`config.mk`:
```
export PLATFORM = sky130hd
export DESIGN_NAME = stereo_peak_meter_ballistics
export DESIGN_NICKNAME = d
export VERILOG_FILES = /design/src/hw/rtl/spm_pkg.sv /design/src/hw/rtl/spm_lane.sv /design/src/hw/rtl/spm_merge.sv /design/src/hw/rtl/stereo_peak_meter_ballistics.sv
export SDC_FILE = /design/constraint.sdc
export NUM_CORES = 2
export LEC_CHECK = 0
export BUFFER_PORTS_ARGS = -buffer_cell sky130_fd_sc_hd__buf_2
export CORE_ASPECT_RATIO = 0.6
export CORE_MARGIN = 5
export CORE_UTILIZATION = 66
export DETAILED_ROUTE_END_ITERATION = 12
export GPL_TIMING_DRIVEN = 0
export PLACE_DENSITY = 0.83
export SLEW_MARGIN = 25
export SYNTH_ARGS = -nofsm -noshare
export SYNTH_HDL_FRONTEND = slang
export SYNTH_HIERARCHICAL = 1
export SYNTH_SLANG_ARGS = --single-unit
```
`constraint.sdc`:
```
create_clock -name clock -period 30 [get_ports clock]
set_input_delay 6 -clock clock [delete_from_list [all_inputs] [get_ports clock]]
set_output_delay 6 -clock clock [all_outputs]
set_load 0.02 [all_outputs]
```
`src/hw/rtl/spm_pkg.sv`:
```
// Shared types, constants and the log2 table of the stereo peak meter.
`timescale 1ns / 1ps

package spm_pkg;

   // Number of intervals in the log2 interpolation table.
   localparam int LOG_TABLE_ENTRIES = 64;
   localparam int NUM_LANES         = 2;
   localparam int SAMPLE_W          = 16;
   localparam int TAB_W             = $clog2(LOG_TABLE_ENTRIES + 1);
   localparam int IDX_PROD_W        = 15 + TAB_W;
   localparam int LQ_W              = 21;
   localparam int DB_PROD_W         = 41;
   localparam int CSR_ADDR_W        = 2;

   // 20*log10(2) in Q16.
   localparam logic signed [DB_PROD_W-1:0] DB_PER_LOG2_Q16 = 41'sd394566;

   // Register indexes of the configuration port.
   localparam logic [CSR_ADDR_W-1:0] CSR_DECAY_COEFF     = 2'd0;
   localparam logic [CSR_ADDR_W-1:0] CSR_FLOOR_THRESHOLD = 2'd1;
   localparam logic [CSR_ADDR_W-1:0] CSR_FLOOR_DB        = 2'd2;

   localparam logic [15:0]        DECAY_COEFF_RESET     = 16'd5243;
   localparam logic [15:0]        FLOOR_THRESHOLD_RESET = 16'd33;
   localparam logic signed [15:0] FLOOR_DB_RESET        = -16'sd15360;

   typedef struct packed {
      logic [15:0]        decay_coeff;
      logic [15:0]        floor_threshold;
      logic signed [15:0] floor_db;
   } spm_cfg_type;

   // What one lane hands to the merging stage.
   typedef struct packed {
      logic [SAMPLE_W-1:0] level;
      logic signed [15:0]  level_db;
   } spm_lane_out_type;

   typedef logic [16:0] log_table_type [0:LOG_TABLE_ENTRIES];

   // log2(1 + i/N) in Q16, truncated, built by repeated squaring of a Q30 mantissa.
   function automatic log_table_type build_log_table();
      log_table_type tab;
      logic [63:0]   x;
      logic [16:0]   r;
      for (int i = 0; i < LOG_TABLE_ENTRIES; i++) begin
         x = (64'd1 << 30) + ((64'(i) << 30) / LOG_TABLE_ENTRIES);
         r = 17'd0;
         for (int b = 15; b >= 0; b--) begin
            x = (x * x) >> 30;
            if (x >= (64'd2 << 30)) begin
               x    = x >> 1;
               r[b] = 1'b1;
            end
         end
         tab[i] = r;
      end
      tab[LOG_TABLE_ENTRIES] = 17'd65536;
      return tab;
   endfunction

   localparam log_table_type LOG_TABLE = build_log_table();

endpackage

```
`src/hw/rtl/spm_lane.sv`:
```
// One channel lane: release ballistics, log2 by table interpolation and dB scaling.
`timescale 1ns / 1ps

module spm_lane
   import spm_pkg::*;
(
   input  logic                clock,
   input  logic                reset,
   input  logic                start,
   input  logic [SAMPLE_W-1:0] peak,
   input  logic [15:0]         decay_coeff,
   output spm_lane_out_type    lane_out,
   output logic                done
);

   logic [6:0] stage_v_ff, stage_v_in;

   // Stage A: attack decision and release step.
   logic                attack_ff, attack_in;
   logic [SAMPLE_W-1:0] peak_ff;
   logic [15:0]         dec_ff;
   logic [31:0]         dec_prod;

   // Stage B: kept smoothed level.
   logic [SAMPLE_W-1:0] level_ff, level_in;

   // Stage C: normalisation and table index.
   logic [3:0]            exp_ff, exp_in;
   logic [TAB_W-1:0]      idx_ff;
   logic [14:0]           rem_ff;
   logic [15:0]           mant;
   logic [IDX_PROD_W-1:0] idx_prod;

   // Stage D: interpolation product.
   logic [16:0] t0_ff, t_diff;
   logic [3:0]  exp_d_ff;
   logic [31:0] ip_ff, ip_in;

   // Stage E: log2 in Q16.
   logic signed [LQ_W-1:0] lq_ff, lq_in;
   logic signed [4:0]      exp_s;
   logic [16:0]            frac;

   // Stage F and G: dB scaling and rounding.
   logic signed [DB_PROD_W-1:0] v_ff, v_in;
   logic [DB_PROD_W-1:0]        v_mag, v_rnd;
   logic signed [15:0]          db_ff, db_in;

   assign stage_v_in = {stage_v_ff[5:0], start};

   assign attack_in = peak > level_ff;
   assign dec_prod  = 32'(level_ff - peak) * 32'(decay_coeff);
   assign level_in  = attack_ff ? peak_ff : level_ff - dec_ff;

   always_comb begin
      exp_in = 4'd0;
      for (int b = 0; b < SAMPLE_W; b++) begin
         if (level_ff[b]) begin
            exp_in = 4'(b);
         end
      end
   end

   assign mant     = 16'(level_ff << (4'd15 - exp_in));
   assign idx_prod = IDX_PROD_W'(mant[14:0]) * IDX_PROD_W'(LOG_TABLE_ENTRIES);

   assign t_diff = LOG_TABLE[idx_ff + 1'b1] - LOG_TABLE[idx_ff];
   assign ip_in  = 32'(t_diff) * 32'(rem_ff);

   assign frac  = t0_ff + 17'(ip_ff >> 15);
   assign exp_s = $signed({1'b0, exp_d_ff}) - 5'sd15;
   assign lq_in = $signed({exp_s, 16'd0}) + $signed({4'd0, frac});

   assign v_in = DB_PROD_W'(lq_ff) * DB_PER_LOG2_Q16;

   // Round to nearest with halves away from zero.
   assign v_mag = v_ff[DB_PROD_W-1] ? DB_PROD_W'(-v_ff) : DB_PROD_W'(v_ff);
   assign v_rnd = v_mag + (DB_PROD_W'(1) << 23);
   assign db_in = v_ff[DB_PROD_W-1] ? $signed(16'(-v_rnd[39:24])) : $signed(v_rnd[39:24]);

   always_ff @(posedge clock) begin
      if (reset) begin
         stage_v_ff <= '0;
         level_ff   <= '0;
      end else begin
         stage_v_ff <= stage_v_in;
         if (stage_v_ff[0]) begin
            level_ff <= level_in;
         end
      end
   end

   always_ff @(posedge clock) begin
      if (start) begin
         attack_ff <= attack_in;
         peak_ff   <= peak;
         dec_ff    <= dec_prod[31:16];
      end
      if (stage_v_ff[1]) begin
         exp_ff <= exp_in;
         idx_ff <= TAB_W'(idx_prod >> 15);
         rem_ff <= idx_prod[14:0];
      end
      if (stage_v_ff[2]) begin
         t0_ff    <= LOG_TABLE[idx_ff];
         exp_d_ff <= exp_ff;
         ip_ff    <= ip_in;
      end
      if (stage_v_ff[3]) begin
         lq_ff <= lq_in;
      end
      if (stage_v_ff[4]) begin
         v_ff <= v_in;
      end
      if (stage_v_ff[5]) begin
         db_ff <= db_in;
      end
   end

   assign lane_out.level    = level_ff;
   assign lane_out.level_db = db_ff;
   assign done              = stage_v_ff[6];

endmodule

```
`src/hw/rtl/spm_merge.sv`:
```
// Merging stage: floor selection for both lanes and the result output register.
`timescale 1ns / 1ps

module spm_merge
   import spm_pkg::*;
(
   input  logic             clock,
   input  logic             reset,
   input  logic             load,
   input  spm_cfg_type      cfg,
   input  spm_lane_out_type lane_out [NUM_LANES],
   output logic             rsp_tvalid,
   input  logic             rsp_tready,
   output logic [63:0]      rsp_tdata
);

   logic        valid_ff, valid_in;
   logic [63:0] data_ff, data_in;
   logic [15:0] db_sel [NUM_LANES];

   always_comb begin
      for (int l = 0; l < NUM_LANES; l++) begin
         db_sel[l] = (lane_out[l].level > cfg.floor_threshold) ?
                     lane_out[l].level_db : cfg.floor_db;
      end
   end

   assign data_in  = {lane_out[1].level, lane_out[0].level, db_sel[1], db_sel[0]};
   assign valid_in = load | (valid_ff & ~rsp_tready);

   always_ff @(posedge clock) begin
      if (reset) begin
         valid_ff <= 1'b0;
      end else begin
         valid_ff <= valid_in;
      end
   end

   always_ff @(posedge clock) begin
      if (load) begin
         data_ff <= data_in;
      end
   end

   assign rsp_tvalid = valid_ff;
   assign rsp_tdata  = data_ff;

endmodule

```
`src/hw/rtl/stereo_peak_meter_ballistics.sv`:
```
// Top level of the stereo peak meter with instant attack and exponential release.
`timescale 1ns / 1ps

// Usage
// The req_ channel takes one transaction per meter update: the fresh left and right
// linear peaks in unsigned Q1.15. The rsp_ channel returns one transaction per
// update: both smoothed levels in dB (signed Q7.8, replaced by the floor value at
// or below the threshold) and both smoothed linear levels after the update.
// The csr_ port writes decay_coeff (index 0), floor_threshold (1) and floor_db (2);
// write only while no transaction is in flight. A result appears on rsp_tvalid after
// the seven register stages of each channel lane (release multiply, level update,
// normalisation, interpolation multiply, log2 sum, dB multiply, rounding) and the
// load of the output register. A new transaction is taken only after the last one
// has been loaded into the output register. The two channels run in parallel lanes
// that are started together and run the same step sequence.
// Reset clears both smoothed levels to zero and restores the register defaults.
// A stalled receiver holds its result in the output register while the next request
// is taken and worked on; that request then waits in its lanes until the output
// register frees, and req_tready stays low meanwhile.

module stereo_peak_meter_ballistics
   import spm_pkg::*;
(
   input  logic                  clock,
   input  logic                  reset,
   input  logic                  req_tvalid,
   output logic                  req_tready,
   input  logic [31:0]           req_tdata,   // left_peak, right_peak
   output logic                  rsp_tvalid,
   input  logic                  rsp_tready,
   output logic [63:0]           rsp_tdata,   // left_level_db, right_level_db,
                                              // left_smoothed, right_smoothed
   input  logic                  csr_we,
   input  logic [CSR_ADDR_W-1:0] csr_addr,
   input  logic [15:0]           csr_wdata
);

   typedef enum logic [2:0] {
      ST_IDLE = 3'b001,
      ST_BUSY = 3'b010,
      ST_HOLD = 3'b100
   } state_type;

   state_type        state_ff, state_in;
   spm_cfg_type      cfg_ff, cfg_in;
   spm_lane_out_type lane_out [NUM_LANES];
   logic [NUM_LANES-1:0] lane_done;
   logic             req_accept;
   logic             out_free;
   logic             load;

   // Configuration registers; an unused index is ignored.
   always_comb begin
      cfg_in = cfg_ff;
      if (csr_we) begin
         unique case (csr_addr)
            CSR_DECAY_COEFF:     cfg_in.decay_coeff     = csr_wdata;
            CSR_FLOOR_THRESHOLD: cfg_in.floor_threshold = csr_wdata;
            CSR_FLOOR_DB:        cfg_in.floor_db        = csr_wdata;
            default:             cfg_in = cfg_ff;
         endcase
      end
   end

   always_ff @(posedge clock) begin
      if (reset) begin
         cfg_ff.decay_coeff     <= DECAY_COEFF_RESET;
         cfg_ff.floor_threshold <= FLOOR_THRESHOLD_RESET;
         cfg_ff.floor_db        <= FLOOR_DB_RESET;
      end else begin
         cfg_ff <= cfg_in;
      end
   end

   assign req_tready = (state_ff == ST_IDLE);
   assign req_accept = req_tvalid & req_tready;
   assign out_free   = ~rsp_tvalid | rsp_tready;

   // The lanes hold their final results, so a finished transaction can wait in HOLD.
   always_comb begin
      state_in = state_ff;
      load     = 1'b0;
      unique case (state_ff)
         ST_IDLE: begin
            if (req_accept) begin
               state_in = ST_BUSY;
            end
         end
         ST_BUSY: begin
            if (lane_done[0]) begin
               if (out_free) begin
                  load     = 1'b1;
                  state_in = ST_IDLE;
               end else begin
                  state_in = ST_HOLD;
               end
            end
         end
         ST_HOLD: begin
            if (out_free) begin
               load     = 1'b1;
               state_in = ST_IDLE;
            end
         end
         default: state_in = ST_IDLE;
      endcase
   end

   always_ff @(posedge clock) begin
      if (reset) begin
         state_ff <= ST_IDLE;
      end else begin
         state_ff <= state_in;
      end
   end

   for (genvar l = 0; l < NUM_LANES; l++) begin : g_lane
      spm_lane u_lane (
         .clock       (clock),
         .reset       (reset),
         .start       (req_accept),
         .peak        (req_tdata[l*SAMPLE_W +: SAMPLE_W]),
         .decay_coeff (cfg_ff.decay_coeff),
         .lane_out    (lane_out[l]),
         .done        (lane_done[l])
      );
   end

   spm_merge u_merge (
      .clock      (clock),
      .reset      (reset),
      .load       (load),
      .cfg        (cfg_ff),
      .lane_out   (lane_out),
      .rsp_tvalid (rsp_tvalid),
      .rsp_tready (rsp_tready),
      .rsp_tdata  (rsp_tdata)
   );

`ifndef SYNTHESIS
   // Both lanes run the same step sequence and must finish together.
   a_lanes_in_step: assert property (@(posedge clock) disable iff (reset)
      lane_done[0] == lane_done[1])
      else $error("channel lanes finished in different cycles");

   // A lane result may only arrive while a transaction is being worked on.
   a_done_when_busy: assert property (@(posedge clock) disable iff (reset)
      lane_done[0] |-> state_ff == ST_BUSY)
      else $error("lane finished outside the busy state");

   // An accepted request starts work in the next cycle.
   a_accept_to_busy: assert property (@(posedge clock) disable iff (reset)
      req_accept |=> state_ff == ST_BUSY)
      else $error("accepted request did not start work");

   // A finished transaction waits only behind a result that is still held.
   a_hold_needs_full: assert property (@(posedge clock) disable iff (reset)
      state_ff == ST_HOLD |-> rsp_tvalid)
      else $error("hold state without a pending result");
`endif

endmodule
```
==> metrics.md <==
| Metric | Value |
|---|---|
| Master of the slowest instance on the critical path | sky130_fd_sc_hd__xnor2_1 |
| Post-synthesis cell area | 73890 um^2 |
| Worst-Margin Slew | 1.191 ns |
| Average wire length per cell after detail routing | approximately 23 um |
| Status | finished clean |
| Setup clock skew after layout | between 0.05 and 0.06 ns |
| Cell count after synthesis | 8183 |
| Global routing usage summed across all routing layers | 37.08% |
| Placeable core area | 111500 um^2 |
| Horizontal extent of the die | 442.0 um |
| Sink Count | roughly 500 |
| Ratio of cells with drive above 1 in the final layout | 4.662% |
| PortBufs | 120 |
| Global route total overflow | 0 |
| Die area | 119000 um^2 |
| Vias after detailed routing | 62010 |
| Clock Tree Buf Depth | 3 |
| Later-pin clock latency in the skew report | approximately 0.64 ns |
| Leading cell type in the layout, fill and taps excluded | sky130_fd_sc_hd__inv_1 |
| DRC violations left | 0 |
| Endpoint kind of the worst setup timing path | flip-flop |
| CTS Root Cell | sky130_fd_sc_hd__clkbuf_16 |
| Post-layout instance area | 78510 um^2 |
| Min Tclk post-route | between 15 and 20 ns |
| Filler Cell Count | 8464 |
| Global-route wire length before repair | ~350000 um |
| Std cell rows | 95 |
| Height of the die | 269.2 um |
| Post-placement cell area | 76650 um^2 |
| Vias per cell | roughly 6.2 |
| Deepest level of the CTS H-tree | 2 |
| Count of warnings emitted by yosys | 6 |
| Total of max-cap violations | 0 |
| Endpoint arrival time on the critical path | about 17 ns |
| Number of buffers inserted for hold repair after clock tree synthesis | 0 |
| Highest-count cells in the layout ignoring fill and taps | sky130_fd_sc_hd__inv_1 (1521), sky130_fd_sc_hd__fa_1 (928), sky130_fd_sc_hd__nand2_1 (856) |
| Largest driver fanout on the critical path | 10 |
| Resize count post-CTS | 0 |
| Post-layout net count | 10150 |
| First-pass iteration count of the detailed router | 12 |
| Timing-limited maximum frequency | 60.99 MHz |
| Final weighted congestion in routability-driven placement | 1.035 |
| Share of the cycle needed by the critical path after routing | 54.65% |
| Post-CTS setup buffer count | 0 |
| CP delay by family, top | compound AO/OA/AOI/OAI gates |
| Number of pins with negative max-slew slack in the final report | 0 |
| Number of buffers created by CTS | between 50 and 60 |
| Setup repair after global routing missed its margin | no |
| Io pins | ~120 |
| Clock tree from TritonCTS | done |
| Number of global-route vias before repair | 61560 |
| Tightest slew margin relative to the limit | 20.02% |
| Initial Utilization | between 60% and 70% |
| Initial antenna violation count | 15 |
| Accumulated negative setup slack | 0 ns |
| Post-synthesis to final-layout area growth | 6.243% |
| HPWL after DPL | 180700 um |
| Min-delay worst type | flip-flop to flip-flop |
| CP dominant cell by count | sky130_fd_sc_hd__fa_1 |
| Net count after synthesis | 9964 |
| Kind of critical path | input pin to flip-flop |
| Required time of the critical path | between 30 and 40 ns |
| Worst path max stage delay | a little over 0.7 ns |
| Final Hold Vio Count | 0 |
| CTS clk-pin slew, worst paths | 0.07 ns |
| Initial drt markers | around 7700 |
| Bufs and invs on worst path | 6 |
| Maximum number of pins on one net before global-route repair | between 40 and 50 |
| Sum of routed wire length over all layers | 224100 um |
| Post-synthesis average cell area | 9.030 um^2 |
| Number of routed nets with antenna violations | 0 |
| Startpoint kind of the worst setup timing path | input pin |
| Total setup violations reported at the end of the flow | 0 |
## through the flow
| step | hold WS, ns | setup WS, ns | cells | utilization [%] |
|---|---|---|---|---|
| finish | 0.4478 | 13.60 | 9929 | 70.41 |
| global route | 0.4490 | 13.11 | 9919 | 70.39 |
| CTS | 0.4391 | 13.93 | 9912 | 70.31 |
| detailed placement | 0.4272 | 13.31 | 9816 | 68.75 |
| global placement | 0.4087 | 13.47 | 9806 | 68.50 |
| floorplan | 0.4003 | 15.82 | 8183 | - |
## final timing paths
kind	startpoint	endpoint	slack, ns	depth (start not counted)
setup / recovery	req_tdata[1]	g_lane[0].u_lane/dec_ff[15]$_DFFE_PP_	13.60	36
hold / removal	g_lane[0].u_lane/exp_ff[0]$_DFFE_PP_	g_lane[0].u_lane/exp_d_ff[0]$_DFFE_PP_	0.45	0
setup reg to reg	g_lane[0].u_lane/idx_ff[2]$_DFFE_PP_	g_lane[0].u_lane/ip_ff[31]$_DFFE_PP_	16.83	42
hold reg to reg	g_lane[0].u_lane/exp_ff[0]$_DFFE_PP_	g_lane[0].u_lane/exp_d_ff[0]$_DFFE_PP_	0.45	0
## metal layers
layer	share of wire, %	global-route usage (%)
met3	16	15.90
met4	2.6	8.586
met1	41	53.89
met5	0.16	1.548
met2	40	51.17
## cell type report
| type | instances | area (um^2) | area share, % |
|---|---|---|---|
| Multi-Input combinational cell | 5819 | 53060 | 67.59 |
| Sequential cell | 493 | 13840 | 17.64 |
| Inverter | 1533 | 5754 | 7.330 |
| Tap cell | 1503 | 1881 | 2.395 |
| Clock buffer | 68 | 1464 | 1.865 |
| Buffer | 338 | 1358 | 1.729 |
| Timing Repair Buffer | 130 | 820.8 | 1.046 |
| Clock inverter | 28 | 282.8 | 0.3602 |
| Antenna cell | 17 | 42.54 | 0.05419 |
## sequential cells by signal (all words and copies together), names as in the netlist, 12 cells and up
name,cells
g_lane.u_lane/t0_ff,32
g_lane.u_lane/ip_ff,34
g_lane.u_lane/stage_v_ff,13
g_lane.u_lane/level_ff,32
g_lane.u_lane/v_ff,80
g_lane.u_lane/lq_ff,42
g_lane.u_lane/peak_ff,32
g_lane.u_lane/dec_ff,32
g_lane.u_lane/idx_ff,12
u_merge/rsp_tdata,64
g_lane.u_lane/rem_ff,18
g_lane.u_lane/db_ff,32
cfg_ff,48
Power is left out: the tool's default activity adds up to more than one toggle a clock period on the data nets, which glitch-free logic cannot reach.
